[config.mk]
export PLATFORM = sky130hd
export DESIGN_NAME = dispatch_end_guard_sequencer
export DESIGN_NICKNAME = d
export VERILOG_FILES = /design/src/rtl/dege_pkg.sv /design/src/rtl/dege_cell.sv /design/src/rtl/dege_window.sv /design/src/rtl/dispatch_end_guard_sequencer.sv
export SDC_FILE = /design/constraint.sdc
export NUM_CORES = 2
export LEC_CHECK = 0
export ABC_AREA = 1
export BUFFER_PORTS_ARGS = -buffer_cell sky130_fd_sc_hd__buf_2
export CAP_MARGIN = 25
export CORE_UTILIZATION = 45
export CTS_CLUSTER_DIAMETER = 40
export DETAILED_ROUTE_END_ITERATION = 6
export GPL_TIMING_DRIVEN = 0
export PLACE_DENSITY = 0.64
export SYNTH_ARGS = -nofsm -noshare
export SYNTH_HDL_FRONTEND = slang
export SYNTH_SLANG_ARGS = --single-unit
[constraint.sdc]
create_clock -name clk -period 68.2 [get_ports clk]
set_input_delay 13.64 -clock clk [delete_from_list [all_inputs] [get_ports clk]]
set_output_delay 13.64 -clock clk [all_outputs]
set_load 0.03 [all_outputs]
[src/rtl/dege_pkg.sv]
// Shared types and constants for the dispatch end guard sequencer.
// Used by dege_cell, dege_window and dispatch_end_guard_sequencer; no dependencies.
package dege_pkg;

  localparam int WINDOW_DEPTH_DEF = 64;

  localparam int ID_W   = 32;
  localparam int KIND_W = 2;
  localparam int CNT_W  = 48;
  localparam int CAUSE_W = 2;

  localparam logic [CNT_W-1:0] CNT_MAX = {CNT_W{1'b1}};

  localparam logic [KIND_W-1:0] KIND_BEGIN = 2'd0;
  localparam logic [KIND_W-1:0] KIND_END   = 2'd1;

  localparam logic [CAUSE_W-1:0] CAUSE_NONE  = 2'd0;
  localparam logic [CAUSE_W-1:0] CAUSE_ENDED = 2'd1;
  localparam logic [CAUSE_W-1:0] CAUSE_LINK  = 2'd2;

  typedef struct packed {
    logic clear;
    logic shift;
  } cell_ctl_t;

endpackage

[src/rtl/dege_cell.sv]
// One window cell: a dispatch id, its live mark and a registered id compare.
// Depends on dege_pkg.
module dege_cell (
  input  logic                     clk,
  input  logic                     rst_n,
  input  dege_pkg::cell_ctl_t      ctl,
  input  logic [dege_pkg::ID_W-1:0] cmp_id,
  input  logic [dege_pkg::ID_W-1:0] prev_id,
  input  logic                     prev_live,
  output logic [dege_pkg::ID_W-1:0] id_o,
  output logic                     live_o,
  output logic                     hit_o
);

  logic [dege_pkg::ID_W-1:0] id_r;
  logic                      live_r;
  logic                      eq_r;

  always_ff @(posedge clk) begin
    eq_r <= (id_r == cmp_id);
    if (ctl.shift) begin
      id_r <= prev_id;
    end
  end

  always_ff @(posedge clk) begin
    if (!rst_n) begin
      live_r <= 1'b0;
    end else if (ctl.shift) begin
      live_r <= prev_live;
    end else if (ctl.clear && eq_r) begin
      live_r <= 1'b0;
    end
  end

  assign id_o   = id_r;
  assign live_o = live_r;
  assign hit_o  = live_r & eq_r;

endmodule

[src/rtl/dege_window.sv]
// Window of ended dispatch ids as a chain of cells, newest entry in cell 0.
// Depends on dege_pkg and dege_cell.
module dege_window #(
  parameter int WINDOW_DEPTH = dege_pkg::WINDOW_DEPTH_DEF
) (
  input  logic                      clk,
  input  logic                      rst_n,
  input  dege_pkg::cell_ctl_t       ctl,
  input  logic [dege_pkg::ID_W-1:0] cmp_id,
  output logic                      any_hit
);

  logic [dege_pkg::ID_W-1:0] chain_id   [WINDOW_DEPTH+1];
  logic                      chain_live [WINDOW_DEPTH+1];
  logic [WINDOW_DEPTH-1:0]   hit;

  assign chain_id[0]   = cmp_id;
  assign chain_live[0] = 1'b1;

  for (genvar i = 0; i < WINDOW_DEPTH; i++) begin : g_cell
    dege_cell u_cell (
      .clk       (clk),
      .rst_n     (rst_n),
      .ctl       (ctl),
      .cmp_id    (cmp_id),
      .prev_id   (chain_id[i]),
      .prev_live (chain_live[i]),
      .id_o      (chain_id[i+1]),
      .live_o    (chain_live[i+1]),
      .hit_o     (hit[i])
    );
  end

  assign any_hit = |hit;

endmodule

[src/rtl/dispatch_end_guard_sequencer.sv]
// Dispatch end guard sequencer: stamps trace events with gapless sequence numbers.
// Depends on dege_pkg and dege_window.
//
// Each event passes through a match state, which compares its id against every
// window cell at once, and a decide state, which updates the cells and the
// counters; the next event is taken in the deciding cycle whenever the result
// register is empty or out_tready is high. The window is a chain of WINDOW_DEPTH
// cells; an end event that is sent pushes its id into the first cell and moves
// every entry one cell on, the oldest dropping out of the last cell. Sequence
// numbers start at one and stick at 2^48-1; both totals saturate there.
module dispatch_end_guard_sequencer #(
  parameter int WINDOW_DEPTH = dege_pkg::WINDOW_DEPTH_DEF
) (
  input  logic         clk,
  input  logic         rst_n,
  input  logic         in_tvalid,
  output logic         in_tready,
  input  logic [39:0]  in_tdata,   // event_id[31:0], link_ready[32], zero pad
  input  logic [1:0]   in_tuser,   // kind[1:0]
  output logic         out_tvalid,
  input  logic         out_tready,
  output logic [151:0] out_tdata   // accepted[0], refuse_cause[2:1],
                                   // sequence_number[50:3], accepted_total[98:51],
                                   // rejected_total[146:99], zero pad
);

  typedef enum logic [1:0] {S_IDLE, S_MATCH, S_DECIDE} state_t;

  state_t                          state_r, state_nxt;
  logic [dege_pkg::KIND_W-1:0]     kind_r;
  logic [dege_pkg::ID_W-1:0]       id_r;
  logic                            ready_r;
  logic [dege_pkg::CNT_W-1:0]      next_seq_r, acc_cnt_r, rej_cnt_r;
  logic [dege_pkg::CNT_W-1:0]      next_seq_nxt, acc_cnt_nxt, rej_cnt_nxt;
  logic                            out_vld_r, out_vld_nxt;
  logic                            out_acc_r;
  logic [dege_pkg::CAUSE_W-1:0]    out_cause_r;
  logic [dege_pkg::CNT_W-1:0]      out_seq_r;

  logic                            any_hit;
  logic                            out_free, fire, take, in_xfer;
  logic                            is_begin, is_end;
  logic [dege_pkg::CAUSE_W-1:0]    cause;
  dege_pkg::cell_ctl_t             ctl;

  assign out_free  = !out_vld_r || out_tready;
  assign fire      = (state_r == S_DECIDE) && out_free;
  assign in_tready = (state_r == S_IDLE) || fire;
  assign in_xfer   = in_tvalid && in_tready;

  assign is_begin = (kind_r == dege_pkg::KIND_BEGIN);
  assign is_end   = (kind_r == dege_pkg::KIND_END);

  always_comb begin
    if (!is_begin && any_hit) begin
      cause = dege_pkg::CAUSE_ENDED;
    end else if (!ready_r) begin
      cause = dege_pkg::CAUSE_LINK;
    end else begin
      cause = dege_pkg::CAUSE_NONE;
    end
  end

  assign take      = fire && (cause == dege_pkg::CAUSE_NONE);
  assign ctl.clear = take && is_begin;
  assign ctl.shift = take && is_end;

  dege_window #(
    .WINDOW_DEPTH (WINDOW_DEPTH)
  ) u_window (
    .clk     (clk),
    .rst_n   (rst_n),
    .ctl     (ctl),
    .cmp_id  (id_r),
    .any_hit (any_hit)
  );

  always_comb begin
    state_nxt    = state_r;
    next_seq_nxt = next_seq_r;
    acc_cnt_nxt  = acc_cnt_r;
    rej_cnt_nxt  = rej_cnt_r;
    out_vld_nxt  = out_vld_r && !out_tready;
    unique case (state_r)
      S_IDLE: begin
        if (in_xfer) begin
          state_nxt = S_MATCH;
        end
      end
      S_MATCH: begin
        state_nxt = S_DECIDE;
      end
      S_DECIDE: begin
        if (fire) begin
          out_vld_nxt = 1'b1;
          state_nxt   = in_xfer ? S_MATCH : S_IDLE;
          if (take) begin
            if (next_seq_r != dege_pkg::CNT_MAX) begin
              next_seq_nxt = next_seq_r + 1'b1;
            end
            if (acc_cnt_r != dege_pkg::CNT_MAX) begin
              acc_cnt_nxt = acc_cnt_r + 1'b1;
            end
          end else if (rej_cnt_r != dege_pkg::CNT_MAX) begin
            rej_cnt_nxt = rej_cnt_r + 1'b1;
          end
        end
      end
      default: begin
        state_nxt = S_IDLE;
      end
    endcase
  end

  always_ff @(posedge clk) begin
    if (!rst_n) begin
      state_r    <= S_IDLE;
      next_seq_r <= {{(dege_pkg::CNT_W-1){1'b0}}, 1'b1};
      acc_cnt_r  <= '0;
      rej_cnt_r  <= '0;
      out_vld_r  <= 1'b0;
    end else begin
      state_r    <= state_nxt;
      next_seq_r <= next_seq_nxt;
      acc_cnt_r  <= acc_cnt_nxt;
      rej_cnt_r  <= rej_cnt_nxt;
      out_vld_r  <= out_vld_nxt;
    end
  end

  always_ff @(posedge clk) begin
    if (in_xfer) begin
      kind_r  <= in_tuser;
      id_r    <= in_tdata[31:0];
      ready_r <= in_tdata[32];
    end
    if (fire) begin
      out_acc_r   <= (cause == dege_pkg::CAUSE_NONE);
      out_cause_r <= cause;
      out_seq_r   <= take ? next_seq_r : '0;
    end
  end

  assign out_tvalid = out_vld_r;
  assign out_tdata  = {5'd0, rej_cnt_r, acc_cnt_r, out_seq_r, out_cause_r, out_acc_r};

endmodule

==> run summary <==
=====================================================================================
Total wire length after detailed routing                                    431000 um
Remaining antenna violation count after routing                                     1
Maximum number of buffers from clock root to sink                                   4
R2r setup slk                                                                62.76 ns
Outcome                                                                  complete, but fails checks
Gate power share                                                                 5.4%
Clk_skew                                                                    0.0882 ns
Peak fanout along the critical path                                                 3
Placed wire-length estimate after detailed placement                        329000 um
Wire length of the first global-routing pass                                572000 um
Overall power                                                                 3810 uW
Required @ worst endpoint                                                    54.56 ns
Cells resized by post-CTS repair                                                    0
Type of element capturing the critical path                               output port
Number of cell instances on the worst register-to-register path                    16
Initial antenna violation count                                                    38
Number of endpoints failing setup at the final stage                                0
Class of the most critical hold timing path                              flop to flop
Share of synthesized flip-flops with an asynchronous set or reset                  0%
First drt pass iteration count                                                      7
TritonCTS clock tree                                                             done
Count of routing violations after the opening detailed-route iteration          12503
Number of clock sinks                                                            2409
Per-cell via count in the routed design                                          6.05
Post-layout nets                                                                 8948
Register bit count reported by yosys                                             2409
Type of the setup path with the least slack                              primary input to output port
Worst Tran Pin Value                                                          1.22 ns
Gpl congestion                                                                   1.01
Die boundary height                                                            484 um
Cts hold-fix bufs                                                                   0
Via total after detailed routing                                                74226
Peak ir drop on the vdd network                                           0.0000233 V
Share of final-layout standard cells stronger than drive strength 1             15.1%
Internal Power                                                                2890 uW
Die area                                                                    0.234 mm2
Power density over cell area                                              30.7 mW/mm2
Post-route setup slack                                                       40.22 ns
Area inside the core boundary                                               0.230 mm2
Sequential fraction of design power                                             42.0%
Post-route cell area                                                        0.124 mm2
Cell Rows                                                                         176
Switching power total                                                          914 uW
Vias in the first global route                                                  68314
Kind of start point of the critical path                                 primary input
DRC Markers                                                                         6
Syn-to-layout area delta                                                        18.9%
Time the final worst path needs with I/O delays and setup                    27.98 ns
Initial core utilization                                                        45.3%
Setup tns final                                                                  0 ns
Arrival @ worst endpoint                                                     14.34 ns
Area of the mapped netlist                                                  0.104 mm2
Placed inst area                                                            0.111 mm2
CP startpoint                                                              out_tready
Count of mapped cells out of synthesis                                           8213
Max transition margin                                                           18.2%
Total count of max-transition violations in the final report                        0
Aggregate global routing overflow                                                   0
Most frequently used flop master after synthesis                             edfxtp_1
Leakage dissipation                                                         0.0401 uW
Setup Buffers After CTS                                                             0
Setup repair after global routing missed its margin                             false
Mean cell area of the mapped netlist                                         12.7 um2
Distinct cell type count after synthesis                                           43
Clock-pin slew of the registers on the worst-case setup and hold paths        0.06 ns
Cell-by-cell trace of the critical path                                  buf_2 > nor2_1 > a21oi_1 > buf_2
Number of H-tree branching levels                                                   5
Worst stage delay on the critical path                                        0.25 ns
Violations in the final reports                                          antenna rules, DRC
Most area-hungry cell type in the Yosys netlist                              edfxtp_1
Port Buf Inserts                                                                  186
Number of hold-slack violations in the final timing report                          0
Proportion of total power due to net switching                                  24.0%
Worst reg2reg endpoint                                                   u_window.g_cell[56].u_cell.id_o[25]
Cell chosen for the clock root                                              clkbuf_16
CTS Buf Count                                                                     380
Wire length per cell after detailed routing                                   35.1 um
Total track usage                                                               36.0%
CP max-delay cell                                                              nor2_1
Register area share after synthesis                                             66.7%
Share of the synthesized area in the top cell type                              61.4%
Dominant cell by count in the synthesized netlist                            edfxtp_1
Fillers                                                                         19225
Number of flops mapped to enable cells by yosys                                  2134
Pre-CTS setup slack                                                          40.22 ns
Max Clock Freq                                                               35.7 MHz
Hold Path Cell Cnt                                                                  0
Clock Latency Late Sink                                                       1.02 ns
Capturing element of the worst setup path                                   in_tready
Most frequent cell on the critical path                                         buf_2
Period utilisation layout                                                       41.0%
Warning count from the yosys run                                                    0
Clk network pwr share                                                           52.6%
Most area-consuming cells after synthesis                                edfxtp_1 (61%), xor2_1 (9.3%), dfxtp_1 (5.3%)
Maximum number of pins on one net before global-route repair                      142
Die width                                                                      484 um
Leading cell types by count after synthesis                              edfxtp_1 (2134), nand2_1 (1140), xor2_1 (1103)
Launch instance of the worst register-to-register path                   u_window.g_cell[50].u_cell.eq_r
Max-cap violations                                                                  0
Total I/O pin count                                                               200
=====================================================================================
## final cells by class
class	instances	area (um2)	area share [%]
Antenna cell	38	95.1	0.0767
Buffer	409	1880	1.52
Clock buffer	417	9860	7.95
Clock inverter	264	3150	2.54
Inverter	358	1350	1.09
Multi-Input combinational cell	5041	31700	25.5
Sequential cell	2409	69600	56.1
Tap cell	3026	3790	3.05
Timing Repair Buffer	300	2670	2.15
## layer usage
metal,vias to the layer above,share of wire [%],GRT usage [%]
li1,30558,-,-
met1,37074,37,47.0
met2,5602,42,51.7
met3,980,15,14.4
met4,12,5.7,18.4
met5,-,0.019,0
## flip-flops by register name (all words and copies together) (netlist names), 2 cells and up
register                       count
u_window.g_cell.u_cell.id_o     2048
out_seq_r                         48
acc_cnt_r                         48
out_cause_r                        2
state_r                            2
u_window.g_cell.u_cell.live_o     64
id_r                              32
kind_r                             2
u_window.g_cell.u_cell.eq_r       64
rej_cnt_r                         48
next_seq_r                        48
## power groups by stage
stage | clock network, uW | logic (uW) | registers [uW]
2_1_floorplan | 0 | 96.1 | 1640
3_3_place_gp | 0 | 186 | 1650
3_5_place_dp | 0 | 195 | 1630
4_1_cts | 2000 | 196 | 1600
5_1_grt | 2070 | 205 | 1600
6_report | 2000 | 204 | 1600
## worst min path at each step
stage | start | endpoint | slack [ns]
2_1_floorplan | id_r[14] | u_window.g_cell[0].u_cell.id_o[14] | 0.42
3_3_place_gp | id_r[3] | u_window.g_cell[0].u_cell.id_o[3] | 0.43
3_5_place_dp | id_r[3] | u_window.g_cell[0].u_cell.id_o[3] | 0.43
4_1_cts | u_window.g_cell[33].u_cell.id_o[13] | u_window.g_cell[34].u_cell.id_o[13] | 0.43
5_1_grt | u_window.g_cell[33].u_cell.id_o[13] | u_window.g_cell[34].u_cell.id_o[13] | 0.44
6_report | id_r[3] | u_window.g_cell[0].u_cell.id_o[3] | 0.43
## kinds of logic (layout without fill, tap and decap cells)
group | count (synthesis) | in the layout | share of synthesized area, %
xor gates and xnor gates | 1728 | 1728 | 14.5
AOI/OAI and AO/OA | 352 | 352 | 2.15
and+or+nand+nor | 2953 | 2953 | 13.6
buffers and inverters | 767 | 1748 | 3.06
other | 1 | 43 | 0.00359
DFF | 2409 | 2409 | 66.7
adders and majority gates | 3 | 3 | 0.0360
## through the flow
step	cells	utilization (%)	hold WS [ns]
floorplan	8217	-	0.421
finish	12262	53.9	0.433
global placement	11429	47.4	0.432
global route	12243	53.8	0.444
CTS	12217	53.8	0.427
detailed placement	11536	48.1	0.430
## worst max-delay path: cells and delay by family
family                 cells  cell delay, ns
AOI/OAI and AO/OA          1            0.15
buffers and inverters      2            0.30
and+or+nand+nor            1            0.25
## placed cells by master (no fill, tap or decap), types with 49 or more instances in the layout
master      Yosys  final
a21oi_1       141    141
a221oi_1       55     55
buf_1          82     61
buf_2         172    396
buf_8           0     59
bufinv_16       0     51
clkbuf_1      136    155
clkbuf_16       0    387
clkinvlp_4      0     58
dfxtp_1       275    275
edfxtp_1     2134   2134
inv_1         349    348
inv_6           0     49
nand2_1      1140   1140
nand3_1       149    149
nand4_1       564    564
nor2_1        501    500
nor3_1        112    111
nor4_1        244    241
o22ai_1        59     59
or2_2         198    198
xnor2_1       625    625
xor2_1       1103   1103
No activity file was read; power rests on OpenSTA's default activity.
